File: src/hw/rtl/azimuth_bin_nearest_ray_table_macros.svh
// Assertion macros shared by the azimuth bin table RTL.
// Needs nothing else; included by files that carry concurrent checks.
`ifndef AZIMUTH_BIN_NEAREST_RAY_TABLE_MACROS_SVH
`define AZIMUTH_BIN_NEAREST_RAY_TABLE_MACROS_SVH

// same-cycle implication, checked outside reset
`define ABNR_ASSERT_IMP(label, clk, rst_n, ante, cons, msg) \
  label: assert property (@(posedge clk) disable iff (!rst_n) (ante) |-> (cons)) \
    else $error(msg);

// next-cycle implication, checked outside reset
`define ABNR_ASSERT_NXT(label, clk, rst_n, ante, cons, msg) \
  label: assert property (@(posedge clk) disable iff (!rst_n) (ante) |=> (cons)) \
    else $error(msg);

`endif

File: src/hw/rtl/abnr_pkg.sv
// Shared types, constants and helper functions of the azimuth bin table.
// No dependencies; imported by abnr_dist and the top level of the block.
`default_nettype none

package abnr_pkg;

  localparam int NUM_BINS  = 720;
  localparam int MAX_RAYS  = 1024;
  localparam int FRAC_BITS = 4;

  localparam int RAY_W   = 10;
  localparam int AZ_W    = 14;
  localparam int IDX_W   = 10;
  localparam int TOL_W   = 5;
  localparam int CMD_W   = 2;
  localparam int BIN_W   = $clog2(NUM_BINS);
  localparam int EPOCH_W = 4;

  localparam int CIRCLE    = NUM_BINS << FRAC_BITS;
  localparam int HALF_STEP = (1 << FRAC_BITS) >> 1;

  localparam int IN_DATA_W  = 40;
  localparam int OUT_DATA_W = 16;

  typedef enum logic [CMD_W-1:0] {
    CMD_CLEAR = 2'd0,
    CMD_ADD   = 2'd1,
    CMD_READ  = 2'd2
  } cmd_t;

  typedef logic [AZ_W-1:0]  az_t;
  typedef logic [BIN_W-1:0] bin_t;

  // one table entry; valid only when filled and tagged with the live epoch
  typedef struct packed {
    logic                filled;
    logic [EPOCH_W-1:0]  epoch;
    az_t                 az;
    logic [RAY_W-1:0]    ray;
  } bin_word_t;

  localparam int WORD_W = $bits(bin_word_t);

  typedef struct packed {
    logic vld;
    bin_t bin;
  } bin_probe_t;

  typedef struct packed {
    logic en;
    bin_t bin;
  } bin_wr_t;

  // azimuths arrive below twice the circle, so one subtract reduces them
  function automatic az_t az_reduce(input az_t az);
    az_t res;
    res = (az >= AZ_W'(CIRCLE)) ? az - AZ_W'(CIRCLE) : az;
    return res;
  endfunction

  function automatic az_t bin_centre(input bin_t bin);
    az_t res;
    res = AZ_W'(bin) << FRAC_BITS;
    return res;
  endfunction

  // shorter way round the circle; both operands already reduced
  function automatic az_t circ_dist(input az_t a, input az_t b);
    az_t d;
    az_t other;
    d     = (a >= b) ? a - b : b - a;
    other = AZ_W'(CIRCLE) - d;
    return (other < d) ? other : d;
  endfunction

endpackage

`default_nettype wire

File: src/hw/rtl/abnr_dist.sv
// Distance compare pipeline: takes a bin's read data, decides the write-back.
// Depends on abnr_pkg.
`default_nettype none

module abnr_dist
  import abnr_pkg::*;
(
  input  wire                 clk,
  input  wire                 rst_n,
  input  wire bin_probe_t     s1,
  input  wire bin_word_t      rd_word,
  input  wire az_t            new_az,
  input  wire [EPOCH_W-1:0]   epoch,
  output logic                busy,
  output bin_wr_t             wr
);

  logic  s2_v_r;
  bin_t  s2_bin_r;
  logic  s2_empty_r;
  az_t   s2_dn_r;
  az_t   s2_dh_r;

  az_t   centre;
  logic  held_ok;

  assign centre  = bin_centre(s1.bin);
  assign held_ok = rd_word.filled && (rd_word.epoch == epoch);

  always_ff @(posedge clk) begin
    if (!rst_n) begin
      s2_v_r <= 1'b0;
    end else begin
      s2_v_r <= s1.vld;
    end
    s2_bin_r   <= s1.bin;
    s2_empty_r <= !held_ok;
    s2_dn_r    <= circ_dist(centre, new_az);
    s2_dh_r    <= circ_dist(centre, rd_word.az);
  end

  // ties keep the held ray
  assign wr.en  = s2_v_r && (s2_empty_r || (s2_dn_r < s2_dh_r));
  assign wr.bin = s2_bin_r;
  assign busy   = s1.vld || s2_v_r;

endmodule

`default_nettype wire

File: config.mk
export PLATFORM = sky130hd
export DESIGN_NAME = abnr_dist
export DESIGN_NICKNAME = d
export VERILOG_FILES = /design/src/hw/rtl/azimuth_bin_nearest_ray_table_macros.svh /design/src/hw/rtl/abnr_pkg.sv /design/src/hw/rtl/abnr_dist.sv
export SDC_FILE = /design/constraint.sdc
export NUM_CORES = 1
export LEC_CHECK = 0
export BUFFER_PORTS_ARGS = -buffer_cell sky130_fd_sc_hd__clkbuf_2
export CAP_MARGIN = 20
export CORE_MARGIN = 1.5
export CORE_UTILIZATION = 59
export DETAILED_ROUTE_END_ITERATION = 6
export GPL_TIMING_DRIVEN = 1
export PLACE_DENSITY = 0.82
export SETUP_SLACK_MARGIN = 0.15
export SLEW_MARGIN = 15
export SYNTH_ARGS = -nofsm -noshare
export SYNTH_HDL_FRONTEND = slang
export SYNTH_SLANG_ARGS = --single-unit
File: constraint.sdc
create_clock -name clk -period 5.1 [get_ports clk]
set_clock_uncertainty 0.05 [all_clocks]
set_input_delay 0.255 -clock clk [delete_from_list [all_inputs] [get_ports clk]]
set_output_delay 0.255 -clock clk [all_outputs]
set_load 0.005 [all_outputs]
### Word level (Yosys, flattened, before mapping)

Index checks and enable logic that the tools add are counted.

* add/subtract/negate cells: 6
* $mul: 0
* divide/modulo/power cells: 0
* $lt $le $gt $ge: 5
* equal/unequal tests: 1
* shift operators: 0
* muxes and demuxes: 4
* bitwise logic cells: 0
* reduce and logical (&&, ||, !) cells: 5

Operators by type and width (count)
* two-way mux 14 bit: 4
* subtractor 14 bit: 4
* < comparator 14 bit: 3
* greater-or-equal comparator 14 bit: 2
* subtractor 14 bit, first input constant: 2
* == test 4 bit: 1
* logical AND 1 bit: 2
* logical OR 1 bit: 2
* zero test 1 bit: 1

* bits in registers: 40
* bits in latches: 0
* bits in writable memories: 0
* bits in read-only memories: 0
* bits of input ports: 60
* output and inout bits: 12
* word-level logic and storage cells: 26
* memories kept: 0

### Longest topological paths before layout

* depth after elaboration: 5
* gate-level depth with buffers: 24
* gate-level depth less buffers: 21

### Worst setup path after synthesis

OpenSTA, ideal clock, no wires.

* path type: input-to-reg
* start point: input new_az[4]
* end point: register s2_dn_r[3]
* arrival time: 3917 ps
* data required time: 4922 ps
* slack: 1006 ps
* stages: 21
* path through: inv_1 > ha_1 > inv_1 > fa_1 > inv_1 > a21oi_4 > nor2_4 > o21ai_0 > xnor2_1 > or3_1 > ha_1 > nor4_1 > a311oi_1 > a2111o_1 > a211oi_1 > o211ai_1 > a32oi_1 > o21ai_2 > buf_6 > o211ai_2 > o211ai_1

* cells in the longest elaborated chain, start to end: 5

Ends and longest elaborated chain
* from (decl): RTL line abnr_dist.sv:12 `input wire az_t new_az,`
* subtractor 14 bit or greater-or-equal comparator 14 bit (tied branches): RTL line abnr_pkg.sv:71 `d = (a >= b) ? a - b : b - a;`
* two-way mux 14 bit *: RTL line abnr_pkg.sv:71
* subtractor 14 bit: RTL line abnr_pkg.sv:72 `other = AZ_W'(CIRCLE) - d;`
* < comparator 14 bit: RTL line abnr_pkg.sv:73 `return (other < d) ? other : d;`
* two-way mux 14 bit *: RTL line abnr_pkg.sv:73
* to (signal assigned): RTL line abnr_dist.sv:38 `s2_dn_r <= circ_dist(centre, new_az);`
* to (decl): RTL line abnr_dist.sv:21 `az_t s2_dn_r;`

Mark *: on every way between the ends. The rest lies on a longest branch, timed or not.
A chain may end at the register's enable or synchronous reset.

### Final worst setup path

* start point: input s1[1] (netlist bit)
* end point: register s2_dn_r[1]

* cells in the longest elaborated chain, start to end: 5

Ends and longest elaborated chain
* from (decl): RTL line abnr_dist.sv:10 `input wire bin_probe_t s1,`
* subtractor 14 bit or greater-or-equal comparator 14 bit (tied branches): RTL line abnr_pkg.sv:71
* two-way mux 14 bit *: RTL line abnr_pkg.sv:71
* subtractor 14 bit: RTL line abnr_pkg.sv:72
* < comparator 14 bit: RTL line abnr_pkg.sv:73
* two-way mux 14 bit *: RTL line abnr_pkg.sv:73

Marks and branches as above.

==> run_results.csv <==
group,metric,value,unit
job,drv_cap,0,
critical_path,critPathMaxFanout,12,
yosys,synth_most_common_cell,"ha_1",
yosys,synthFlopType,"dfxtp_1",
die,start_util,61.5,%
die,dieArea,8640,sq um
timing,tightest_slew,0.777,ns
clock_tree,cts.clk_slew.worst_paths,0.09,ns
critical_path,critPathCaptureType,"flop",
status,status,"finished with violations",
timing,finalWorstSetupSlack,0.568,ns
die,row_count,32,
yosys,synth_top_family_by_area,"compound AO/OA/AOI/OAI gates",
clock_tree,htree_levels,2,
placement,portBuffers,61,
timing,maxSlewHeadroom,46.9,%
yosys,synthArstFlopShare,0,%
yosys,netlist_area,4770,sq um
timing,fin_crit_sh,88.9,%
detailed_routing,vias,4514,
yosys,ys_seq_area_share,16.8,%
yosys,synth_edf_count,0,
critical_path,startpoint,"s1[1]",
power,p_per_area,339,nW/um^2
hold_path,hold_path_class,"primary input to flop",
timing,min_period,4.53,ns
placement,dp.cells,717,
clock_tree,clockBufferDepth,2,
status,violations,"DRC",
detailed_routing,wl,11.5,mm
yosys,synth_nets,699,
hold_path,worstHoldPathCells,1,
hold_path,min_to,"s2_bin_r[1]",
die,die_w,93.0,um
yosys,synth_xor_area_share,4.72,%
detailed_routing,viasPerCell,6.23,
power,p_leak,0.00250,uW
cells_and_area,drive_gt1_share,18.9,%
cells_and_area,finalNonFillerCells,725,
critical_path,crit_type,"primary input to flop",
yosys,netlist_instances,572,
clock_tree,clock-root-buffer,"clkbuf_8",
yosys,synth_area_leaders,"ha_1 17%, dfxtp_1 17%, inv_1 5.0%, mux2i_1 4.0%, a21oi_1 2.9%",
power,peakVddDrop,0.187,mV
critical_path,start_kind,"primary input",
timing,rsz0062_at_grt,"no",
timing,setup_viol,0,
global_route,grt_pass1_vias,4428,
detailed_routing,drc_errors,1,
global_route,grt_max_degree,16,
hold_path,min-delay-start,"s1[1]",
die,die_h,93.0,um
timing,fin_setup_tns,0,ns
cells_and_area,nFillCells,666,
die,fp.coreArea,7770,sq um
yosys,synthAdderAreaFrac,17.9,%
yosys,synth_compound_area_share,25.6,%
detailed_routing,drtIter0Drc,327,
yosys,synth.area.mux_share,6.03,%
global_route,gr-total-overflow,0,
die,ios,72,
critical_path,arrival,4.66,ns
yosys,avgSynthCellArea,8.35,sq um
detailed_routing,wl_per_cell,15.9,um
placement,dpl.hpwl,9.39,mm
global_route,grt_use_total,27.4,%
yosys,yosys.area.top_type,"ha_1",
timing,fmax,221,MHz
critical_path,cp.required,5.23,ns
cells_and_area,multi_input_area,3580,sq um
cells_and_area,seqCellArea,801,sq um
clock_tree,hold_buffers,0,
cells_and_area,nNetsFinal,749,
placement,place_ws,0.212,ns
yosys,synth.distinct_cells,88,
clock_tree,cts_tree,"built",
timing,slew_viol_final,0,
global_route,antenna_found_initial,0,
timing,hold_viol_final,0,
clock_tree,post_cts_buffers,0,
clock_tree,cts_made_buffers,5,
yosys,synth-seq-cells,40,
cells_and_area,syn2layout_area_growth,8.99,%
yosys,netlist_top_cells_count,"65 x ha_1, 63 x inv_1, 40 x dfxtp_1",
global_route,grt_first_pass_wirelength,19.4,mm
detailed_routing,first_pass_iters,7,
cells_and_area,diodes,0,
placement,place_congestion,0.911,
yosys,ys_warn_count,0,
yosys,synth_top_area_share,17.0,%
detailed_routing,antenna_left,0,
clock_tree,clock_sinks,40,
yosys,synthSimpleGateAreaFrac,20.6,%
how the worst max path moves through the flow:
| stage | end | slack, ns |
|---|---|---|
| after floorplan | s2_dn_r[3] | 1.01 |
| after global placement | s2_dn_r[1] | 0.38 |
| after detailed placement | s2_dn_r[1] | 0.21 |
| after CTS | s2_dn_r[1] | 0.52 |
| after global routing | s2_dn_r[1] | 0.30 |
| final | s2_dn_r[1] | 0.57 |
worst max-delay path, stage by stage:
cell and delay, ns:
clkbuf_2 0.13, inv_1 0.13, ha_1 0.41, and4bb_4 0.27, a21oi_4 0.21, or2_1 0.37
nand2_1 0.36, nand2_1 0.15, o211ai_1 0.12, nor3b_1 0.31, ha_1 0.34, nor4_1 0.35
a31oi_1 0.08, o211ai_1 0.22, a32oi_1 0.13, o21ai_4 0.44, mux2_1 0.37
timing repair:
| action | 4_1_cts | 5_1_grt |
|---|---|---|
| gates resized for setup | 0 | 1 |
| hold endpoints to repair | 0 | 0 |
| setup endpoints to repair | 0 | 1 |
power by group:
part | total, uW | switching, uW | internal [uW] | leakage (uW)
Combinational | 1020 | 563 | 458 | 0.00210
Clock | 271 | 123 | 148 | 0.0000583
Sequential | 471 | 42.8 | 429 | 0.000337
placed cells by master, fill, tap and decap left out, types with 8 or more instances in the layout:
master,count
dfxtp_1,40
nor2b_1,12
inv_1,63
nand4_1,9
mux2i_1,19
xnor2_1,14
xor2_1,8
nor3_1,18
nor2_1,30
clkbuf_2,61
nand3_1,9
o21ai_0,17
a21o_1,17
ha_1,65
nand2b_1,8
nand2_1,32
o211ai_1,10
a21oi_1,28
area by class of cell:
type | count | share of cell area [%]
multi-input cells | 445 | 68.8
flip-flops and latches | 40 | 15.4
repair buffers | 65 | 6.44
inverters | 65 | 4.69
well taps | 102 | 2.45
clock buffers | 5 | 1.32
clock inverters | 3 | 0.914
flip-flops by register name (all words and copies together) (netlist names):
signal / cells
s2_dh_r: 14
s2_dn_r: 14
s2_bin_r: 10
s2_empty_r: 1
s2_v_r: 1
routing by layer:
metal,share of wire (%),up-vias,track usage (%),wire length [um]
li1,-,2191,-,-
met1,43,2117,32.5,4940
met2,49,184,49.3,5600
met3,6.2,22,4.27,719
met4,2.4,0,9.72,282
met5,0,-,0,0
kinds of logic (layout without fill, tap and decap cells):
kind of cell    after synthesis  in the layout
compound gates              157            157
xor+xnor                     24             24
fa+ha+maj                    67             67
buf+inv                      87            138
flops                        40             40
mux                          26             26
simple gates                171            171
metrics by stage:
| stage | cell area [sq um] | utilization (%) | total power (uW) | hold slack [ns] |
|---|---|---|---|---|
| after floorplan | 4770 | - | 1280 | 0.233 |
| after global placement | 5080 | 65.4 | 1430 | 0.377 |
| after detailed placement | 5080 | 65.4 | 1480 | 0.375 |
| after CTS | 5200 | 66.9 | 1760 | 0.0601 |
| after global routing | 5200 | 67.0 | 1900 | 0.0658 |
| final | 5200 | 67.0 | 1760 | 0.0733 |
No activity file was read; power rests on OpenSTA's default activity.
