`config.mk`:
```
export PLATFORM = sky130hd
export DESIGN_NAME = abnr_ram
export DESIGN_NICKNAME = d
export VERILOG_FILES = /design/src/hw/rtl/azimuth_bin_nearest_ray_table_macros.svh /design/src/hw/rtl/abnr_ram.sv
export SDC_FILE = /design/constraint.sdc
export NUM_CORES = 1
export LEC_CHECK = 0
export ABC_CLOCK_PERIOD_IN_PS = 2800
export BUFFER_PORTS_ARGS = -buffer_cell sky130_fd_sc_hd__buf_2
export CORE_ASPECT_RATIO = 0.6
export CORE_MARGIN = 2
export CORE_UTILIZATION = 65
export CTS_CLUSTER_SIZE = 30
export DETAILED_ROUTE_END_ITERATION = 8
export PLACE_DENSITY = 0.84
export REMOVE_ABC_BUFFERS = 1
export SLEW_MARGIN = 30
export SYNTH_ARGS = -nofsm -noshare
export SYNTH_HDL_FRONTEND = slang
export SYNTH_SLANG_ARGS = --single-unit
export TNS_END_PERCENT = 10
```
`constraint.sdc`:
```
create_clock -name clk -period 2.8 [get_ports clk]
set_input_delay 0.14 -clock clk [delete_from_list [all_inputs] [get_ports clk]]
set_output_delay 0.14 -clock clk [all_outputs]
set_load 0.02 [all_outputs]
```
`src/hw/rtl/azimuth_bin_nearest_ray_table_macros.svh`:
```
// Assertion macros shared by the azimuth bin table RTL.
// Needs nothing else; included by files that carry concurrent checks.
`ifndef AZIMUTH_BIN_NEAREST_RAY_TABLE_MACROS_SVH
`define AZIMUTH_BIN_NEAREST_RAY_TABLE_MACROS_SVH

// same-cycle implication, checked outside reset
`define ABNR_ASSERT_IMP(label, clk, rst_n, ante, cons, msg) \
  label: assert property (@(posedge clk) disable iff (!rst_n) (ante) |-> (cons)) \
    else $error(msg);

// next-cycle implication, checked outside reset
`define ABNR_ASSERT_NXT(label, clk, rst_n, ante, cons, msg) \
  label: assert property (@(posedge clk) disable iff (!rst_n) (ante) |=> (cons)) \
    else $error(msg);

`endif

```
`src/hw/rtl/abnr_ram.sv`:
```
// Generic simple dual-port RAM, one write and one registered read port.
// Standalone; holds the bin table of the azimuth bin table block.
`default_nettype none

module abnr_ram #(
  parameter int WIDTH = 8,
  parameter int DEPTH = 16
) (
  input  wire                      clk,
  input  wire                      we,
  input  wire [$clog2(DEPTH)-1:0]  waddr,
  input  wire [WIDTH-1:0]          wdata,
  input  wire                      re,
  input  wire [$clog2(DEPTH)-1:0]  raddr,
  output logic [WIDTH-1:0]         rdata
);

  logic [WIDTH-1:0] mem [DEPTH];

  always_ff @(posedge clk) begin
    if (we) begin
      mem[waddr] <= wdata;
    end
    if (re) begin
      rdata <= mem[raddr];
    end
  end

endmodule

`default_nettype wire

```
* After elaboration in Yosys (flattened, before gate mapping)
Memories as Yosys holds them, arrays and structs flattened. A register that Yosys moved wholly into a read port is not among the register bits.
Cells that the tools add are included.
** Cells by class
- Muxes and demuxes :: 2
** Operators with widths (count)
- $mux W1 :: 2
** Word-level totals
- Input bits :: 19
- Bits in registers :: 0
- Logic and storage cells :: 3
- Memories kept :: 1
- Memory bits (writable) :: 128
- Output and inout bits :: 8
** Memories
- mem :: depth 16, width 8, read ports 1, clocked after Yosys merged registers in 1, wr ports 1, RTL line abnr_ram.sv:18 : logic [WIDTH-1:0] mem [DEPTH];

* Logic depth before layout (Yosys ltp)
Gate-level depths: netlist of the first run.
- Depth in word-level cells :: 2
- Mapped depth :: 5
- Depth with buffers taken out :: 3

* Least setup slack after synthesis of the first run
No wires, ideal clock.
- Path kind :: in2reg
- Start point :: input waddr[2]
- End point :: memory mem[0][0] (enable)
- Library setup time :: 383 ps
- Path buffers :: 0
- Setup slack :: 1167 ps
- Cell stages on the path :: 2
- Data required time :: 2417 ps
- Data arrival time :: 1250 ps
- Cells stage by stage :: or3b_2 > nor3_1
** RTL lines
- start, declared :: RTL line abnr_ram.sv:11 : input wire [$clog2(DEPTH)-1:0] waddr,
- end, declared :: RTL line abnr_ram.sv:18
No word-level cell before the write port.

==> results of run 1 <==
## flip-flops by register name, indices dropped and copies added, names as in the netlist
signal	flops
rdata	8
mem	128
## cells by family after synthesis
kind of cell | Yosys count | synth area share
AO/OA/AOI/OAI | 16 | 0.02298
multiplexers | 32 | 0.1479
flip-flops | 136 | 0.7812
buffers and inverters | 10 | 0.01651
AND/OR/NAND/NOR | 35 | 0.03136
## metrics by stage
| stage | cells | worst slack [ns] | power, mW |
|---|---|---|---|
| after floorplan | 219 | 1.167 | 2.449 |
| after global placement | 361 | 1.057 | 2.549 |
| after detailed placement | 361 | 1.003 | 2.559 |
| after CTS | 393 | 1.295 | 5.102 |
| after global routing | 393 | 1.266 | 5.194 |
| final | 393 | 1.280 | 5.074 |
## Yosys cell counts
| cell | instances | area (um^2) |
|---|---|---|
| or3b_2 | 1 | 8.760 |
| buf_6 | 3 | 33.78 |
| and2b_1 | 1 | 7.510 |
| mux4_1 | 14 | 367.9 |
| buf_4 | 1 | 7.510 |
| clkdlybuf4s25_2 | 3 | 30.03 |
| mux4_2 | 18 | 405.4 |
| nor3_1 | 4 | 20.02 |
| nand3b_1 | 2 | 15.01 |
| nand2_1 | 9 | 33.78 |
| edfxtp_1 | 136 | 4084 |
| nor2b_1 | 1 | 6.260 |
| nand3_1 | 1 | 5.000 |
| nand2b_1 | 2 | 12.51 |
| nor2_1 | 13 | 48.80 |
| buf_2 | 3 | 15.01 |
| a22oi_1 | 16 | 120.1 |
| and2_1 | 1 | 6.260 |
## worst reg2reg max path: cells and delay by family (launching register included)
kind / cells / cell delay (ns)
multiplexers: 1 / 0.55
AND/OR/NAND/NOR: 1 / 0.10
AO/OA/AOI/OAI: 1 / 0.24
flip-flops: 1 / 0.38
## power groups by stage
stage / Combinational [mW] / Sequential (mW) / Clock [mW]
global placement: 0.203 / 2.35 / 0
detailed placement: 0.211 / 2.35 / 0
CTS: 0.215 / 2.31 / 2.58
global route: 0.230 / 2.31 / 2.65
floorplan: 0.0914 / 2.36 / 0
finish: 0.215 / 2.31 / 2.55
## path summary, 6_finish.rpt
check / startpoint / to / slack (ns) / cells after the start
worst max-delay path: mem[1][1] / rdata[1] / 1.28 / 3
worst min-delay path: wdata[1] / mem[15][1] / 0.10 / 1
worst max register to register: mem[1][1] / rdata[1] / 1.28 / 3
worst min register to register: mem[11][2] / rdata[2] / 0.77 / 3
## cells in the final DEF, fill, tap and decap left out, drive strengths merged
cell type and count:
and2b 1, bufinv 7, clkinvlp 2, clkinv 4, nand2 9, a22oi 16
edfxtp 136, clkbuf 18, nand3 1, nor3 4, buf 34, or3b 1
mux4 32, nor2b 1, and2 1, nand3b 2, inv 1, nand2b 2
nor2 13
## final cells by class
cell class / instances / area (um^2)
multi-input cells: 83 / 1060
clock buffers: 18 / 429.2
well taps: 108 / 135.1
clock inverters: 14 / 251.5
fillers: 409 / 1689
flip-flops and latches: 136 / 4084
repair buffers: 34 / 202.7
## per-layer routing
metal | share of wire | vias up | track usage
met1 | 0.42 | 1300 | 0.3610
li1 | - | 1069 | -
met5 | 0 | - | 0
met2 | 0.48 | 133 | 0.3905
met4 | 0.013 | 0 | 0.08889
met3 | 0.091 | 15 | 0.09627
==> results.json, run 1 <==
{
  "fin_crit_ns": 1.520,
  "wl_per_cell_um": 26.00,
  "place_area_um2": 5479,
  "grt.total_usage": 0.2595,
  "path_buf_inv": 0,
  "worstHoldPathType": "in2reg",
  "finalWirelength_um": 10220,
  "yosysSeqAreaShare": 0.7812,
  "post-cts-setup-buffers": 0,
  "fin_util": 0.7849,
  "n_antenna_cell": 0,
  "routabilityCongestion": 0.7315,
  "vias": 2517,
  "status": "complete, no violations",
  "syn2layout_area_growth_pct": 17.88,
  "die_area_um2": 8799,
  "hold_violations": 0,
  "tns_ns": 0,
  "clk_pin_slew_ns": 0.06,
  "p_comb_frac": 0.042,
  "root_buffer": "clkbuf_16",
  "die_y_um": 73.47,
  "grt_max_degree": 33,
  "synth_area_um2": 5228,
  "crit_fanout": 1,
  "grt_first_pass_wirelength_um": 15410,
  "first_pass_iters": 5,
  "ys_seq_elements": 136,
  "power_frac_seq": 0.455,
  "cap_violations": 0,
  "drc": 0,
  "drtAntennaViolNets": 0,
  "syn_inst": 229,
  "ys.warnings.count": 0,
  "clockBufferDepth": 2,
  "slew_viol_final": 0,
  "io_pins": 27,
  "cts_hold_buf": 0,
  "viasPerCell": 6.405,
  "drive_above_1_share": 0.2912,
  "cp_top_family": "multiplexers",
  "gr-total-overflow": 0,
  "end_kind": "flop",
  "syn_avg_cell_area_um2": 22.83,
  "nets": 291,
  "intPower_mw": 4.130,
  "switchingPower_mw": 0.9437,
  "worst_setup_path_start_kind": "flop",
  "die_w_um": 119.8,
  "worstSetupPathType": "reg2reg",
  "worst_slew_pin_slew_ns": 0.9547,
  "grt_pass1_vias": 2624,
  "antenna_found_initial": 0,
  "cts_tree": "yes",
  "cp.required_ns": 2.96,
  "leakage_nw": 2.081,
  "slew_headroom": 0.3612,
  "clk_latency_ns": 0.41,
  "fin_crit_sh": 0.5427,
  "dp_hpwl_um": 5773,
  "drtIter0Drc": 341,
  "p_sw_frac": 0.1860,
  "crit_slowest_cell": "mux4_1",
  "cts_resized": 0,
  "fp.coreArea_um2": 7851,
  "cts-buffers-inserted": 17,
  "skew_ns": 0.005630,
  "floorplan.initialDensity": 0.6658,
  "critPathArrivalTime_ns": 1.68,
  "max_freq_mhz": 658.1,
  "htreeDepth": 4,
  "yosys.cell_types.count": 18,
  "rsz0062_at_grt": "no",
  "io_buffers": 26,
  "max_stage_delay_ns": 0.55,
  "pwr-share-clk": 0.503,
  "setup_viol": 0,
  "fp-row-count": 25,
  "postLayoutCellArea_um2": 6162,
  "timing.hold.ws_ns": 0.1032,
  "powerDensity_nw_per_um2": 823.4,
  "path_cells": "mux4_1, a22oi_1, nand2_1",
  "peakVddDrop_v": 0.0006873,
  "cts_sinks": 136
}
(Power assumes the default switching activity.)
==> run 2: changes to the inputs <==
--- a/config.mk
+++ b/config.mk
@@ -5,14 +5,14 @@
 export SDC_FILE = /design/constraint.sdc
 export NUM_CORES = 1
 export LEC_CHECK = 0
-export ABC_CLOCK_PERIOD_IN_PS = 2800
+export ABC_CLOCK_PERIOD_IN_PS = 1500
 export BUFFER_PORTS_ARGS = -buffer_cell sky130_fd_sc_hd__buf_2
 export CORE_ASPECT_RATIO = 0.6
 export CORE_MARGIN = 2
-export CORE_UTILIZATION = 65
+export CORE_UTILIZATION = 60
 export CTS_CLUSTER_SIZE = 30
 export DETAILED_ROUTE_END_ITERATION = 8
-export PLACE_DENSITY = 0.84
+export PLACE_DENSITY = 0.78
 export REMOVE_ABC_BUFFERS = 1
 export SLEW_MARGIN = 30
 export SYNTH_ARGS = -nofsm -noshare
==> constraint.sdc (replaced) <==
create_clock -name clk -period 1.5 [get_ports clk]
set_input_delay 0.075 -clock clk [delete_from_list [all_inputs] [get_ports clk]]
set_output_delay 0.075 -clock clk [all_outputs]
set_load 0.02 [all_outputs]
==> run 2 against run 1 <==
Net effect: hold slack worse by 0.061 ns; final cell count up 4.1%; sequential power up 86%; largest cell class unchanged; utilization down 4.6 points; fmax up 2.7%; total power up 84%; worst setup slack worse by 1.3 ns; die area up 8.0%; non-clock buffer count up 12; clock skew up 0.00075 ns; register-to-register slack worse by 1.3 ns.
==> results.json, run 2 (synthesis results as in run 1) <==
{
  "vias": 2520,
  "fp-row-count": 26,
  "place_area_um2": 5599,
  "r2r_cells": 3,
  "die_y_um": 76.30,
  "peakVddDrop_v": 0.001007,
  "critPathArrivalTime_ns": 1.64,
  "grt_pass1_vias": 2582,
  "cts-buffers-inserted": 17,
  "grt.total_usage": 0.2305,
  "drtIter0Drc": 261,
  "hold_path_end": "mem[14][5]",
  "crit_start": "mem[9][3]",
  "die_area_um2": 9499,
  "worstHoldPathCells": 1,
  "power_frac_seq": 0.461,
  "powerDensity_nw_per_um2": 1488,
  "leakage_nw": 2.141,
  "gr-total-overflow": 0,
  "path_cells": "mux4_1, a22oi_2, nand2_1",
  "clk_latency_ns": 0.41,
  "cts_tree": "yes",
  "clk_pin_slew_ns": 0.06,
  "syn2layout_area_growth_pct": 19.99,
  "reg_top3": "mem (128), rdata (8)",
  "largest_reg_flops": 128,
  "hold_violations": 0,
  "p_sw_frac": 0.1903,
  "first_pass_iters": 4,
  "worst_setup_path_start_kind": "flop",
  "cts_sinks": 136,
  "drc": 0,
  "postLayoutCellArea_um2": 6272,
  "io_pins": 27,
  "slew_viol_final": 0,
  "slew_headroom": 0.4606,
  "cp_top_family": "multiplexers",
  "fin_ws_ns": 0.02027,
  "drtAntennaViolNets": 0,
  "min-delay-start": "wdata[5]",
  "wl_per_cell_um": 24.30,
  "fin_crit_ns": 1.480,
  "viasPerCell": 6.161,
  "post-cts-setup-buffers": 0,
  "power_mw": 9.332,
  "die_w_um": 124.5,
  "root_buffer": "clkbuf_16",
  "max_stage_delay_ns": 0.55,
  "regMostFlops": "mem",
  "grt_max_degree": 33,
  "crit_fanout": 1,
  "pwr-share-clk": 0.494,
  "skew_ns": 0.006382,
  "crit_slowest_cell": "mux4_1",
  "fin_crit_sh": 0.9865,
  "worstSetupPathType": "reg2reg",
  "path_buf_inv": 0,
  "p_comb_frac": 0.045,
  "setup_viol": 0,
  "final_common_cell": "edfxtp_1",
  "io_buffers": 26,
  "status": "complete, no violations",
  "nets": 303,
  "tns_ns": 0,
  "worstHoldPathType": "in2reg",
  "clockBufferDepth": 2,
  "antenna_found_initial": 0,
  "fin_util": 0.7387,
  "end_kind": "flop",
  "fp.coreArea_um2": 8491,
  "dp_hpwl_um": 5976,
  "floorplan.initialDensity": 0.6157,
  "routabilityCongestion": 0.7616,
  "final_cell_mix": "edfxtp_1 (136), buf_2 (26), mux4_2 (18)",
  "rrSetupSlack_ns": 0.02,
  "detailedPlace.worstSlack_ns": -0.09268,
  "cap_violations": 0,
  "grt_first_pass_wirelength_um": 15380,
  "r2r-end": "rdata[3]",
  "n_antenna_cell": 0,
  "max_freq_mhz": 675.8,
  "reg2reg_from": "mem[9][3]",
  "cp.required_ns": 1.66,
  "worst_slew_pin_slew_ns": 0.8074,
  "switchingPower_mw": 1.776,
  "htreeDepth": 4,
  "finalWirelength_um": 9938,
  "drive_above_1_share": 0.3266,
  "intPower_mw": 7.556
}
==> run 2: changes by cell type in the layout (fill, tap and decap cells not counted), moves of 2 or more <==
cell	delta
a22oi_1	-3
a22oi_2	+3
buf_12	+2
buf_4	+10
==> run 2: metal layers <==
metal,vias up,GRT usage,part of all wire
li1,1092,-,-
met2,84,0.3153,0.45
met5,-,0,0
met4,0,0.06742,0.0074
met1,1336,0.3632,0.49
met3,8,0.07374,0.053
==> run 2: worst max-delay path by stage <==
stage	slack, ns	endpoint	depth (start not counted)
floorplan	-0.07	mem[0][0]	2
global placement	-0.09	rdata[3]	5
detailed placement	-0.09	rdata[4]	5
CTS	0.01	rdata[3]	3
global route	-0.04	rdata[3]	3
finish	0.02	rdata[3]	3
==> run 2: power groups by stage <==
stage | clock (mW) | sequential [mW] | combinational (mW)
6_report | 4.61 | 4.30 | 0.419
3_3_place_gp | 0 | 4.38 | 0.403
2_1_floorplan | 0 | 4.40 | 0.171
4_1_cts | 4.67 | 4.31 | 0.417
3_5_place_dp | 0 | 4.38 | 0.413
5_1_grt | 4.83 | 4.31 | 0.453
==> run 2: metrics by stage <==
step	cells	hold slack (ns)
after floorplan	219	0.1739
after global placement	377	0.4587
after detailed placement	377	0.4738
after CTS	409	0.03385
after global routing	409	0.03715
final	409	0.04210
==> run 2: cell type report <==
cell class | instances | area (um^2)
flip-flops and latches | 136 | 4084
fillers | 502 | 2218
clock buffers | 18 | 429.2
clock inverters | 14 | 229.0
repair buffers | 46 | 317.8
multi-input cells | 83 | 1072
well taps | 112 | 140.1
==> run 2: what timing repair did <==
| action | 4_1_cts | 5_1_grt |
|---|---|---|
| endpoints found under the setup margin | 0 | 3 |
| hold buffers | 0 | 0 |
| resized for setup | 0 | 3 |
==> run 2: worst reg2reg max path, stage by stage (launching register included) <==
cell and delay, ns:
edfxtp_1 0.36, mux4_1 0.55, a22oi_2 0.25, nand2_1 0.07
==> run 3: changes to the inputs <==
--- a/config.mk
+++ b/config.mk
@@ -5,14 +5,14 @@
 export SDC_FILE = /design/constraint.sdc
 export NUM_CORES = 1
 export LEC_CHECK = 0
-export ABC_CLOCK_PERIOD_IN_PS = 1500
+export ABC_CLOCK_PERIOD_IN_PS = 1900
 export BUFFER_PORTS_ARGS = -buffer_cell sky130_fd_sc_hd__buf_2
 export CORE_ASPECT_RATIO = 0.6
 export CORE_MARGIN = 2
-export CORE_UTILIZATION = 60
+export CORE_UTILIZATION = 65
 export CTS_CLUSTER_SIZE = 30
 export DETAILED_ROUTE_END_ITERATION = 8
-export PLACE_DENSITY = 0.78
+export PLACE_DENSITY = 0.84
 export REMOVE_ABC_BUFFERS = 1
 export SLEW_MARGIN = 30
 export SYNTH_ARGS = -nofsm -noshare
==> constraint.sdc (replaced) <==
create_clock -name clk -period 1.9 [get_ports clk]
set_input_delay 0.095 -clock clk [delete_from_list [all_inputs] [get_ports clk]]
set_output_delay 0.095 -clock clk [all_outputs]
set_load 0.02 [all_outputs]
==> run 3 against run 2 <==
Net effect: count of clock-buffer cells in the layout up 5; clock skew down 0.0016 ns; global-route usage up 3.2 points; via count up 1.7%; critical path type unchanged.
==> results.json, run 3 (synthesis results as in run 1) <==
{
  "cap_violations": 0,
  "regArea_um2": 4084,
  "path_cells": "mux4_1, a22oi_1, nand2_1",
  "io_buffers": 26,
  "first_pass_iters": 4,
  "n_antenna_cell": 0,
  "finalWirelength_um": 10100,
  "cts_resized": 0,
  "fin_util": 0.7775,
  "pwr-share-clk": 0.430,
  "die_area_um2": 8799,
  "n_fill_cell": 406,
  "max_freq_mhz": 674.7,
  "crit_slowest_cell": "mux4_1",
  "fp-row-count": 25,
  "grt.total_usage": 0.2627,
  "cp.required_ns": 2.06,
  "die_y_um": 73.47,
  "cts_hold_buf": 0,
  "grt_first_pass_wirelength_um": 15470,
  "hold_path_end": "rdata[5]",
  "crit_fanout": 1,
  "power_frac_seq": 0.520,
  "clk_latency_ns": 0.41,
  "drc": 0,
  "drive_above_1_share": 0.2905,
  "final_common_cell": "edfxtp_1",
  "peakVddDrop_v": 0.001062,
  "slew_headroom": 0.7218,
  "worstHoldPathCells": 1,
  "antenna_found_initial": 0,
  "timing.hold.ws_ns": 0.06019,
  "final_cell_mix": "edfxtp_1 (136), buf_2 (26), mux4_2 (18), buf_4 (18), clkbuf_16 (17)",
  "r2r_cells": 3,
  "p_comb_frac": 0.050,
  "rsz0062_at_grt": "no",
  "crit_start": "mem[0][1]",
  "drtIter0Drc": 369,
  "place_area_um2": 5602,
  "die_w_um": 119.8,
  "status": "complete, no violations",
  "r2r-end": "rdata[1]",
  "post-cts-setup-buffers": 0,
  "powerDensity_nw_per_um2": 1073,
  "intPower_mw": 5.278,
  "htreeDepth": 4,
  "fp.coreArea_um2": 7851,
  "multi_input_area_um2": 1057,
  "dp_hpwl_um": 6376,
  "slew_viol_final": 0,
  "grt_max_degree": 24,
  "leakage_nw": 2.079,
  "rrSetupSlack_ns": 0.42,
  "wl_per_cell_um": 25.01,
  "reg_top3": "mem (128), rdata (8)",
  "vias": 2562,
  "clockBufferDepth": 2,
  "worstSetupPathType": "reg2reg",
  "largest_reg_flops": 128,
  "switchingPower_mw": 1.273,
  "cts-buffers-inserted": 17,
  "setup_viol": 0,
  "min-delay-start": "re",
  "root_buffer": "clkbuf_16",
  "max_stage_delay_ns": 0.53,
  "p_sw_frac": 0.1943,
  "postLayoutCellArea_um2": 6105,
  "syn2layout_area_growth_pct": 16.78,
  "gr-total-overflow": 0,
  "tns_ns": 0,
  "reg2reg_from": "mem[0][1]",
  "cts_tree": "yes",
  "worstHoldPathType": "in2reg",
  "fin_crit_sh": 0.7800,
  "routabilityCongestion": 0.7389,
  "worst_slew_pin_slew_ns": 0.4173,
  "skew_ns": 0.004832,
  "clk_pin_slew_ns": 0.05,
  "end_kind": "flop",
  "grt_pass1_vias": 2711,
  "cts_sinks": 136,
  "fin_crit_ns": 1.482,
  "hold_violations": 0,
  "nets": 304,
  "regMostFlops": "mem",
  "critPathArrivalTime_ns": 1.64,
  "viasPerCell": 6.342,
  "io_pins": 27,
  "floorplan.initialDensity": 0.6658,
  "drtAntennaViolNets": 0,
  "worst_setup_path_start_kind": "flop"
}
==> run 3: cell count changes in the layout (fill, tap and decap cells not counted), sizes merged <==
cell / delta
bufinv: -5
clkbuf: +5
clkinvlp: -3
buf: +1
clkinv: +1
==> run 3: metal layers <==
metal | part of all wire | vias to the layer above | routed length (um) | track usage
met1 | 0.42 | 1334 | 4254 | 0.3549
met5 | 0 | - | 0 | 0
li1 | - | 1099 | - | -
met3 | 0.078 | 19 | 785 | 0.08230
met4 | 0.017 | 0 | 174 | 0.1137
met2 | 0.48 | 110 | 4889 | 0.4089
==> run 3: how the worst max path moves through the flow <==
stage | to | slack, ns | cells after the start
2_1_floorplan | mem[0][0] | 0.31 | 2
3_3_place_gp | rdata[2] | 0.26 | 5
3_5_place_dp | rdata[5] | 0.21 | 5
4_1_cts | rdata[6] | 0.41 | 3
5_1_grt | rdata[1] | 0.39 | 3
6_report | rdata[1] | 0.42 | 3
==> run 3: cell type report <==
type                       count  area share
clock inverter                 7    0.009018
clock buffer                  23     0.07338
multi-input combinational     83      0.1732
tap                          108     0.02214
timing repair buffer          47     0.05329
sequential                   136      0.6690
==> run 3: power by group through the flow <==
stage | combinational [mW] | sequential (mW) | clock, mW
after floorplan | 0.135 | 3.47 | 0
after CTS | 0.330 | 3.41 | 2.85
after global placement | 0.313 | 3.46 | 0
final | 0.328 | 3.40 | 2.82
after detailed placement | 0.327 | 3.46 | 0
after global routing | 0.353 | 3.41 | 2.97
==> run 3: critical path, delay by kind of cell (launching register included) <==
kind	cells	cell delay, ns
and+or+nand+nor	1	0.09
AOI/OAI and AO/OA	1	0.23
muxes	1	0.53
DFF	1	0.38
==> run 3: through the flow <==
step	worst slack (ns)	instances	total power, mW
after global placement	0.2638	374	3.770
after detailed placement	0.2113	374	3.790
after CTS	0.4054	404	6.590
final	0.4180	404	6.551
after global routing	0.3937	404	6.731
after floorplan	0.3121	219	3.609
